**src/sv/mq_pkg.sv**
```systemverilog
// ----------------------------------------------------------------------------
// mq_pkg: shared types and constants of the quickselect median block
// Sample type, field widths and command codes used by the interfaces and RTL.
// ----------------------------------------------------------------------------
package mq_pkg;

    localparam int SAMPLE_W = 32;
    localparam int SIZE_W   = 11;

    typedef logic signed [SAMPLE_W-1:0] t_sample;
    typedef logic        [SIZE_W-1:0]   t_size;

    // command field codes
    localparam logic CMD_APPEND  = 1'b0;
    localparam logic CMD_COMPUTE = 1'b1;

endpackage

```
**src/sv/mq_if.sv**
```systemverilog
// ----------------------------------------------------------------------------
// mq_if: valid/ready channels of the quickselect median block
// Input channel carries a command and a sample, output channel the result.
// ----------------------------------------------------------------------------
interface mq_in_if;
    logic             valid;
    logic             ready;
    logic             command;
    mq_pkg::t_sample  sample;

    modport source (output valid, output command, output sample, input ready);
    modport sink   (input valid, input command, input sample, output ready);
endinterface

interface mq_out_if;
    logic             valid;
    logic             ready;
    mq_pkg::t_sample  median;
    mq_pkg::t_size    set_size;
    logic             overflowed;

    modport source (output valid, output median, output set_size, output overflowed,
                    input ready);
    modport sink   (input valid, input median, input set_size, input overflowed,
                    output ready);
endinterface

```
**src/sv/mq_ctrl.sv**
```systemverilog
// ----------------------------------------------------------------------------
// mq_ctrl: load and selection sequencer
// Appends samples to the store and runs the Lomuto quickselect over it.
// ----------------------------------------------------------------------------
module mq_ctrl #(
    parameter int  CAPACITY = 1024,
    localparam int AW       = (CAPACITY > 1) ? $clog2(CAPACITY) : 1
) (
    input  logic            i_clk,
    input  logic            i_rst_n,
    mq_in_if.sink           i_in,
    mq_out_if.source        o_out,
    output logic            o_rd_en,
    output logic [AW-1:0]   o_rd_addr,
    input  mq_pkg::t_sample i_rd_data,
    output logic            o_wr_en,
    output logic [AW-1:0]   o_wr_addr,
    output mq_pkg::t_sample o_wr_data
);

    localparam int CW = $clog2(CAPACITY + 1);

    localparam logic [3:0] ST_IDLE    = 4'd0;
    localparam logic [3:0] ST_PIV_RD  = 4'd1;
    localparam logic [3:0] ST_PIV     = 4'd2;
    localparam logic [3:0] ST_CMP     = 4'd3;
    localparam logic [3:0] ST_SWP1    = 4'd4;
    localparam logic [3:0] ST_SWP2    = 4'd5;
    localparam logic [3:0] ST_FIN_RD  = 4'd6;
    localparam logic [3:0] ST_FIN_WR1 = 4'd7;
    localparam logic [3:0] ST_FIN_WR2 = 4'd8;
    localparam logic [3:0] ST_DONE    = 4'd9;

    logic [3:0]      r_state;
    logic [CW-1:0]   r_count;
    logic            r_ovf;
    logic [CW-1:0]   r_size;
    logic            r_ovf_snap;
    logic [AW-1:0]   r_lo;
    logic [AW-1:0]   r_hi;
    logic [AW-1:0]   r_i;
    logic [AW-1:0]   r_p;
    logic [CW-1:0]   r_k;
    mq_pkg::t_sample r_pv;
    mq_pkg::t_sample r_vi;
    logic            r_out_valid;
    mq_pkg::t_sample r_median;
    mq_pkg::t_size   r_out_size;
    logic            r_out_ovf;

    logic            in_acc;
    logic            is_less;
    logic            scan_end;
    logic            slot_free;
    logic [AW-1:0]   i_inc;
    logic [AW-1:0]   p_inc;
    logic [CW-1:0]   rank;
    logic [CW:0]     k_init;

    assign in_acc    = i_in.valid && i_in.ready;
    assign is_less   = i_rd_data < r_pv;
    assign scan_end  = (r_i == r_hi);
    assign slot_free = !r_out_valid || o_out.ready;
    assign i_inc     = r_i + AW'(1);
    assign p_inc     = r_p + AW'(1);
    assign rank      = CW'(r_p) - CW'(r_lo) + CW'(1);
    assign k_init    = ({1'b0, r_count} + (CW+1)'(1)) >> 1;

    assign i_in.ready       = i_rst_n && (r_state == ST_IDLE);
    assign o_out.valid      = r_out_valid;
    assign o_out.median     = r_median;
    assign o_out.set_size   = r_out_size;
    assign o_out.overflowed = r_out_ovf;

    // memory port control
    always_comb begin
        o_rd_en   = 1'b0;
        o_rd_addr = r_lo;
        o_wr_en   = 1'b0;
        o_wr_addr = r_p;
        o_wr_data = r_pv;
        case (r_state)
            ST_IDLE: begin
                o_wr_addr = r_count[AW-1:0];
                o_wr_data = i_in.sample;
                o_wr_en   = in_acc && (i_in.command == mq_pkg::CMD_APPEND) &&
                            (r_count < CW'(CAPACITY));
            end
            ST_PIV_RD: begin
                o_rd_en   = 1'b1;
                o_rd_addr = r_lo;
            end
            ST_PIV: begin
                o_rd_en   = (r_lo != r_hi);
                o_rd_addr = r_lo + AW'(1);
            end
            ST_CMP: begin
                if (is_less) begin
                    o_rd_en   = 1'b1;
                    o_rd_addr = p_inc;
                end else begin
                    o_rd_en   = !scan_end;
                    o_rd_addr = i_inc;
                end
            end
            ST_SWP1: begin
                // store[p] <= scanned word; store[p] old word stays in the read reg
                o_wr_en   = 1'b1;
                o_wr_addr = r_p;
                o_wr_data = r_vi;
            end
            ST_SWP2: begin
                o_wr_en   = 1'b1;
                o_wr_addr = r_i;
                o_wr_data = i_rd_data;
                o_rd_en   = !scan_end;
                o_rd_addr = i_inc;
            end
            ST_FIN_RD: begin
                o_rd_en   = 1'b1;
                o_rd_addr = r_p;
            end
            ST_FIN_WR1: begin
                o_wr_en   = 1'b1;
                o_wr_addr = r_lo;
                o_wr_data = i_rd_data;
            end
            ST_FIN_WR2: begin
                o_wr_en   = 1'b1;
                o_wr_addr = r_p;
                o_wr_data = r_pv;
            end
            default: begin
                o_rd_en = 1'b0;
            end
        endcase
    end

    // sequencer
    always_ff @(posedge i_clk) begin
        if (!i_rst_n) begin
            r_state     <= ST_IDLE;
            r_count     <= '0;
            r_ovf       <= 1'b0;
            r_out_valid <= 1'b0;
        end else begin
            // result taken; ST_DONE reloads the slot itself
            if (r_out_valid && o_out.ready && (r_state != ST_DONE)) begin
                r_out_valid <= 1'b0;
            end
            case (r_state)
                ST_IDLE: begin
                    if (in_acc) begin
                        if (i_in.command == mq_pkg::CMD_APPEND) begin
                            if (r_count < CW'(CAPACITY)) begin
                                r_count <= r_count + CW'(1);
                            end else begin
                                r_ovf <= 1'b1;
                            end
                        end else begin
                            // snapshot the set, then clear it for the next one
                            r_size     <= r_count;
                            r_ovf_snap <= r_ovf;
                            r_count    <= '0;
                            r_ovf      <= 1'b0;
                            r_lo       <= '0;
                            r_hi       <= AW'(r_count - CW'(1));
                            r_k        <= k_init[CW-1:0];
                            if (r_count == '0) begin
                                r_pv    <= '0;
                                r_state <= ST_DONE;
                            end else begin
                                r_state <= ST_PIV_RD;
                            end
                        end
                    end
                end
                ST_PIV_RD: begin
                    r_state <= ST_PIV;
                end
                ST_PIV: begin
                    r_pv <= i_rd_data;
                    r_p  <= r_lo;
                    r_i  <= r_lo + AW'(1);
                    // single-entry range: its only word is the answer
                    r_state <= (r_lo == r_hi) ? ST_DONE : ST_CMP;
                end
                ST_CMP: begin
                    if (is_less) begin
                        r_p     <= p_inc;
                        r_vi    <= i_rd_data;
                        r_state <= ST_SWP1;
                    end else if (scan_end) begin
                        r_state <= ST_FIN_RD;
                    end else begin
                        r_i <= i_inc;
                    end
                end
                ST_SWP1: begin
                    r_state <= ST_SWP2;
                end
                ST_SWP2: begin
                    if (scan_end) begin
                        r_state <= ST_FIN_RD;
                    end else begin
                        r_i     <= i_inc;
                        r_state <= ST_CMP;
                    end
                end
                ST_FIN_RD: begin
                    r_state <= ST_FIN_WR1;
                end
                ST_FIN_WR1: begin
                    r_state <= ST_FIN_WR2;
                end
                ST_FIN_WR2: begin
                    // pivot now sits at p; narrow to the side holding rank k
                    if (rank == r_k) begin
                        r_state <= ST_DONE;
                    end else begin
                        if (rank > r_k) begin
                            r_hi <= r_p - AW'(1);
                        end else begin
                            r_k  <= r_k - rank;
                            r_lo <= p_inc;
                        end
                        r_state <= ST_PIV_RD;
                    end
                end
                ST_DONE: begin
                    if (slot_free) begin
                        r_out_valid <= 1'b1;
                        r_state     <= ST_IDLE;
                    end
                end
                default: begin
                    r_state <= ST_IDLE;
                end
            endcase
        end
    end

    // result word
    always_ff @(posedge i_clk) begin
        if ((r_state == ST_DONE) && slot_free) begin
            r_median   <= r_pv;
            r_out_size <= mq_pkg::SIZE_W'(r_size);
            r_out_ovf  <= r_ovf_snap;
        end
    end

endmodule

```
**src/flat_wrapper.sv**
```systemverilog
// flat-port wrapper written by rule: the top's interface ports become plain ports
module mq_ctrl_flat 
#(
    parameter int  CAPACITY = 1024,
    localparam int AW       = (CAPACITY > 1) ? $clog2(CAPACITY) : 1
)
  (i_clk, i_rst_n, o_rd_en, o_rd_addr, i_rd_data, o_wr_en, o_wr_addr, o_wr_data, i_in_valid, i_in_command, i_in_sample, i_in_ready, o_out_valid, o_out_median, o_out_set_size, o_out_overflowed, o_out_ready);
  mq_in_if i_in_i ();
  mq_out_if o_out_i ();
  input  logic i_clk;
  input  logic i_rst_n;
  output logic o_rd_en;
  output logic [AW-1:0] o_rd_addr;
  input  mq_pkg::t_sample i_rd_data;
  output logic o_wr_en;
  output logic [AW-1:0] o_wr_addr;
  output mq_pkg::t_sample o_wr_data;
  input wire logic [$bits(i_in_i.valid)-1:0] i_in_valid;
  input wire logic [$bits(i_in_i.command)-1:0] i_in_command;
  input wire logic [$bits(i_in_i.sample)-1:0] i_in_sample;
  output wire logic [$bits(i_in_i.ready)-1:0] i_in_ready;
  output wire logic [$bits(o_out_i.valid)-1:0] o_out_valid;
  output wire logic [$bits(o_out_i.median)-1:0] o_out_median;
  output wire logic [$bits(o_out_i.set_size)-1:0] o_out_set_size;
  output wire logic [$bits(o_out_i.overflowed)-1:0] o_out_overflowed;
  input wire logic [$bits(o_out_i.ready)-1:0] o_out_ready;
  assign i_in_i.valid = i_in_valid;
  assign i_in_i.command = i_in_command;
  assign i_in_i.sample = i_in_sample;
  assign i_in_ready = i_in_i.ready;
  assign o_out_valid = o_out_i.valid;
  assign o_out_median = o_out_i.median;
  assign o_out_set_size = o_out_i.set_size;
  assign o_out_overflowed = o_out_i.overflowed;
  assign o_out_i.ready = o_out_ready;
  mq_ctrl #(.CAPACITY(CAPACITY)) u_core (.i_clk(i_clk), .i_rst_n(i_rst_n), .i_in(i_in_i), .o_out(o_out_i), .o_rd_en(o_rd_en), .o_rd_addr(o_rd_addr), .i_rd_data(i_rd_data), .o_wr_en(o_wr_en), .o_wr_addr(o_wr_addr), .o_wr_data(o_wr_data));
endmodule
```
**config.mk**
```make
export PLATFORM = sky130hd
export DESIGN_NAME = mq_ctrl_flat
export DESIGN_NICKNAME = d
export VERILOG_FILES = /design/src/sv/mq_pkg.sv /design/src/sv/mq_if.sv /design/src/sv/mq_ctrl.sv /design/src/flat_wrapper.sv
export SDC_FILE = /design/constraint.sdc
export NUM_CORES = 1
export LEC_CHECK = 0
export BUFFER_PORTS_ARGS = -buffer_cell sky130_fd_sc_hd__clkbuf_2
export CAP_MARGIN = 0
export CORE_UTILIZATION = 48
export DETAILED_ROUTE_END_ITERATION = 8
export GPL_TIMING_DRIVEN = 0
export PLACE_DENSITY_LB_ADDON = 0.2
export SLEW_MARGIN = 25
export SYNTH_ARGS = -nofsm -noshare
export SYNTH_HDL_FRONTEND = slang
export SYNTH_SLANG_ARGS = --single-unit
```
**constraint.sdc**
```tcl
create_clock -name i_clk -period 11.61 [get_ports i_clk]
set_clock_uncertainty 0.1 [all_clocks]
set_input_delay 0 -clock i_clk [delete_from_list [all_inputs] [get_ports i_clk]]
set_output_delay 0 -clock i_clk [all_outputs]
set_load 0.01 [all_outputs]
```
---- Word level (Yosys, flattened, before mapping) ----
Index checks and enable logic that the tools add are counted.
Widths: inputs -> output; s select.
operators by class
  $add $sub $neg .......................... 10
  $lt $le $gt $ge ......................... 3
  equal/unequal tests ..................... 25
  mux-type cells .......................... 48
  bitwise logic cells ..................... 1
  reduce and logical (&&, ||, !) cells .... 30
operators with widths
  cell                   number
  $mux 10                12
  $mux 32                3
  $pmux 32 s3            1
  $mux 11                6
  $pmux 32 s2            1
  $pmux 10 s2            3
  $pmux 10 s3            2
  $pmux 10 s4            1
  $pmux 4 s10            1
  $lt 32x32->1           1
  $mux 4                 8
  $add 10x1->10 const B  3
  $add 11x1->11 const B  2
  $pmux 11 s2            1
  $eq 10x10->1           2
  $sub 10x1->10 const B  2
  $eq 4x3->1 const B     4
  $reduce_and 3->1       5
  $add 11x1->12 const B  1
  $ne 2x2->1 const B     6
  $reduce_and 6->1       2
  $eq 11x11->1           1
  $gt 11x11->1           1
  $logic_not 11->1       1
  other kinds (25)       47
word-level totals
  flip-flop bits (word level) ............. 188
  output and inout bits ................... 100

---- Longest topological paths before layout ----
  depth after elaboration ................. 6
  mapped depth ............................ 21
  depth with buffers taken out ............ 20

---- Least setup slack after synthesis ----
No wires, ideal clock.
  kind .................................... reg2reg
  from .................................... reg u_core.r_p[1]
  to ...................................... reg u_core.r_hi[0], enable pin
  setup time .............................. 0.407 ns
  arrival ................................. 4.185 ns
  data required time ...................... 11.103 ns
  setup slack ............................. 6.918 ns
  cell stages (with the launch flop) ...... 21
  path buffers ............................ 1
  path through ............................ edfxtp_1 > clkbuf_1 > inv_1 > ha_1 > inv_1 > ha_1 > inv_1 > fa_1 > nor2b_1 > o21ai_0 > a21oi_1 > o21ai_0 > nand2b_1 > a21o_1 > a21oi_1 > xor2_1 > ha_1 > nand4_1 > nor4_1 > nand3b_1 > o41ai_1
on the way
  word-level cells in the longest chain between the ends .. 5
  elaborated cells between the ends (all ways) .. 7
RTL lines
  element                                                    RTL line                        source
  from (decl)                                                mq_ctrl.sv:42                   logic [AW-1:0] r_p;
  from (signal assigned)                                     mq_ctrl.sv:183                  r_p <= r_lo;
  from (signal assigned)                                     mq_ctrl.sv:190                  r_p <= p_inc;
  $sub 10x10->11 (*)                                         mq_ctrl.sv:66                   assign rank = CW'(r_p) - CW'(r_lo) + CW'(1);
  $add 11x1->11 (*)                                          mq_ctrl.sv:66
  $gt 11x11->1 or $eq 11x11->1 (tied branches)               mq_ctrl.sv:221, mq_ctrl.sv:218
  $ne 2x1->1 (no source line) or $ne 2x2->1 (tied branches)  -
  $reduce_and 6->1 (no source line) (*)                      -
  to (signal assigned)                                       mq_ctrl.sv:167                  r_hi <= AW'(r_count - CW'(1));
  to (signal assigned)                                       mq_ctrl.sv:222                  r_hi <= r_p - AW'(1);
  to (decl)                                                  mq_ctrl.sv:40                   logic [AW-1:0] r_hi;
Every way passes the cells marked *; elsewhere a longest branch is shown, timed or not.
A chain may end at the register's enable or synchronous reset.

---- Worst setup path in the final report ----
  from .................................... reg u_core.r_p[1]
  to ...................................... reg u_core.r_hi[2], enable pin
Same word-level chain as after synthesis.

==> summary.md <==
| Metric | Value |
|---|---|
| Outcome | complete, no violations |
| Number of buffers created by CTS | 17 |
| ANT nets after route | 0 |
| Max Buffers Root-to-Sink | 2 |
| Syn_nets | around 1,200 |
| Post-Syn Area | about 0.011 mm^2 |
| Setup-failing EPs final | 0 |
| VDD IR max | 0.1307 mV |
| Final Non-Filler Cells | ~1,600 |
| Sequential cell area | 0.005475 mm^2 |
| Critical path peak fanout | 8 |
| Worst rel slew slack | 33.62% |
| Max Fclk | around 180 MHz |
| Crit path buffers/inverters | 5 |
| Mapped Avg Cell Area | between 10 and 15 um^2 |
| Root Driver | clkbuf_16 |
| Synth unique cells | 66 |
| Clock share of power | 18.9% |
| Pwr/cell area | around 240 mW/mm^2 |
| Final period util | a little under half |
| RSZ-0062 raised after global routing | false |
| Leakage | ~5.5 nW |
| Initial antenna violation count | 0 |
| P&R area growth vs syn | 21.35% |
| Die ar. | 0.02356 mm^2 |
| Setup_tns | 0 ns |
| Drt drc | 0 |
| Hold_ws | between 0.2 and 0.25 ns |
| Final wirelength | 30,810 um |
| Synthesized instance count | about 1,100 |
| WL per Instance | roughly 19 um |
| DR pass1 iterations | 8 |
| Final setup margin | between 6 and 7 ns |
| Nets@finish | roughly 1,400 |
| Seq pwr share | 31.9% |
| WS Path Type | register to register |
| Core Box Area | around 0.023 mm^2 |
| RD Place Congestion | about 0.94 |
| Die Y | between 150 and 200 um |
| Post-CTS Setup Bufs | 0 |
| Slowest-stage cell, CP | nor4_1 |
| Slew @ Worst Pin | between 0.9 and 1 ns |
| Fin crit period | ~5.4 ns |
| First-pass GRT wire length | a little under 50,000 um |
| Row Count | between 50 and 60 |
| Int Power | roughly 0.0018 W |
| Fraction of layout cells with a size suffix above 1 | 18.54% |
| Max-slew violations | 0 |
| Clock slew at reported path FFs | around 0.080 ns |
| HPWL after DPL | approximately 23,000 um |
| Clk Latency, worst-skew pair | 0.44 ns |
| Crit-path leading delay family | simple AND/OR/NAND/NOR gates |
| Async set-or-reset flop fraction in the synthesized netlist | 0% |
| EDFF count, synth | 171 |
| I/O pin count | between 150 and 200 |
| Commonest non-fill, non-tap cell in the layout | edfxtp_1 |
| Via density | 5.766 |
| Sequential fraction of the synthesis area | 49.70% |
| Crit end category | register |
| Final Power | between 0.003 and 0.004 W |
| Largest net degree at the start of global routing | 22 |
| # port buffers | 167 |
| Crit path launch type | register |
| Switching Fraction | 42.04% |
| Antenna cells | 0 |
| Starting density of the core | between 40% and 50% |
| Hold crit path type | input port to primary output |
| MaxCap Viol Count | 0 |
| Via count | slightly above 9,000 |
| Grt total ovfl | 0 |
| Most frequent cells in the layout | edfxtp_1, clkbuf_2, nand2_1, ha_1, inv_1 |
| CP arrival | between 5 and 6 ns |
| Combinational power share | slightly below 50% |
| Clock sinks | 188 |
| CTS tree | built |
| Placed Instances | 1,532 |
| Vias in the first global route | approximately 8,700 |
| FILL cells | 1,971 |
| #FFs+latches synth | 188 |
| Switching power | between 0.001 and 0.0015 W |
| CP max stage delay | about 0.74 ns |
| H-tree depth | 4 |
| Sequence of cells on the critical path | clkbuf_1 > inv_1 > ha_1 > inv_1 > ha_1 > inv_1 > fa_1 > nor2b_1 > o21ai_0 > a21oi_1 > o21ai_0 > nand2b_1 > a21o_1 > a21oi_1 > xor2_1 > ha_1 > nand4_1 > nor4_1 > nand3b_1 > o21bai_1 > o41ai_2 > buf_2 |
| Post-synth top flop | edfxtp_1 |
| Worst Path Required | between 10 and 15 ns |
| Iteration-0 DRC Markers | about 1,100 |
| Yosys Warn Count | 0 |
| Dpl ws | roughly 6.3 ns |
| GRT Overall Usage | between 20% and 30% |
| Multi-input gate area | 0.005086 mm^2 |
| Die Wd | between 150 and 200 um |
| Hold Violations, Final | 0 |
power by group through the flow:
stage	registers [W]	logic, W	clock network (W)
floorplan	0.00100	0.00103	0
global placement	0.00103	0.00148	0
detailed placement	0.00102	0.00154	0
CTS	0.00101	0.00156	0.000606
global route	0.00102	0.00172	0.000630
finish	0.00101	0.00156	0.000598
path summary, 6_finish.rpt:
check / startpoint / to / slack (ns) / depth (start not counted)
max: u_core.r_p[1] / u_core.r_hi[2] / 6.16 / 22
min: i_in_sample[10] / o_wr_data[10] / 0.22 / 4
max reg2reg: u_core.r_p[1] / u_core.r_hi[2] / 6.16 / 22
min reg2reg: u_core.r_ovf_snap / u_core.o_out.overflowed / 0.32 / 0
worst min-delay path, delay by kind of cell:
family                 cells  cell delay (ns)
AOI/OAI and AO/OA          1             0.07
and+or+nand+nor            1             0.06
buffers and inverters      2             0.19
flip-flops by register name, indices dropped and copies added (netlist names):
| register | count |
|---|---|
| u_core.o_out.median | 32 |
| u_core.r_ovf | 1 |
| u_core.o_out.valid | 1 |
| u_core.r_vi | 32 |
| u_core.r_i | 10 |
| u_core.r_size | 11 |
| u_core.o_out.overflowed | 1 |
| u_core.r_pv | 32 |
| u_core.r_p | 10 |
| u_core.r_state | 4 |
| u_core.r_k | 11 |
| u_core.o_out.set_size | 11 |
| u_core.r_count | 11 |
| u_core.r_hi | 10 |
| u_core.r_lo | 10 |
| u_core.r_ovf_snap | 1 |
cells in the mapped netlist (4+ instances only):
| master | n | area share, % |
|---|---|---|
| edfxtp_1 | 171 | 47 |
| nor2_2 | 7 | 0.40 |
| and3_1 | 16 | 0.91 |
| a21oi_1 | 48 | 2.2 |
| o21bai_1 | 7 | 0.48 |
| a222oi_1 | 33 | 3.0 |
| xnor2_1 | 37 | 2.9 |
| nand4_1 | 13 | 0.74 |
| xor2_1 | 34 | 2.7 |
| a311oi_1 | 4 | 0.32 |
| nand2b_1 | 14 | 0.79 |
| mux2i_1 | 21 | 1.9 |
| a22oi_1 | 10 | 0.68 |
| o21ai_0 | 35 | 1.6 |
| nor3_1 | 22 | 1.0 |
| clkbuf_1 | 54 | 1.8 |
| nor2_1 | 58 | 2.0 |
| o21ai_1 | 16 | 0.73 |
| nor3b_1 | 5 | 0.34 |
| o21a_1 | 4 | 0.27 |
| buf_2 | 6 | 0.27 |
| a21o_1 | 11 | 0.75 |
| ha_1 | 67 | 7.6 |
| dfxtp_1 | 17 | 3.1 |
| and2_1 | 44 | 2.5 |
| nand3_1 | 41 | 1.9 |
| nor2b_1 | 9 | 0.51 |
| nor4_1 | 8 | 0.45 |
| nand2_1 | 134 | 4.6 |
| a31oi_1 | 6 | 0.34 |
| inv_1 | 64 | 2.2 |
final cells by class:
type | count | area share [%]
plain buffers | 63 | 1.909
flip-flops and latches | 188 | 40.95
inverters | 64 | 1.797
clock inverters | 15 | 1.376
repair buffers | 214 | 10.07
clock buffers | 17 | 3.182
well taps | 285 | 2.667
multi-input cells | 755 | 38.04
per-stage QoR:
step / cell area, um^2 / utilization, %
2_1_floorplan: 11020 / -
3_3_place_gp: 12210 / 54.09
3_5_place_dp: 12390 / 54.88
4_1_cts: 13370 / 59.22
5_1_grt: 13370 / 59.23
6_report: 13370 / 59.23
kinds of logic after synthesis:
group	Yosys count	share of synthesized area [%]
buffers and inverters	127	4.497
and+or+nand+nor	387	17.18
DFF	188	49.70
adders and majority gates	69	7.973
AOI/OAI and AO/OA	205	12.89
xor gates and xnor gates	71	5.645
muxes	23	2.112
repair_timing:
action / CTS / global route
endpoints found under the hold margin: 70 / 0
hold buffers: 37 / 0
resized for setup: 0 / 0
layer usage:
layer	track usage (%)	part of all wire, %	vias up
li1	-	-	4381
met1	36.78	45	4433
met2	42.77	47	365
met3	4.228	6.5	53
met4	7.905	2.2	0
met5	0	0	-
No activity file was read; power rests on OpenSTA's default activity.
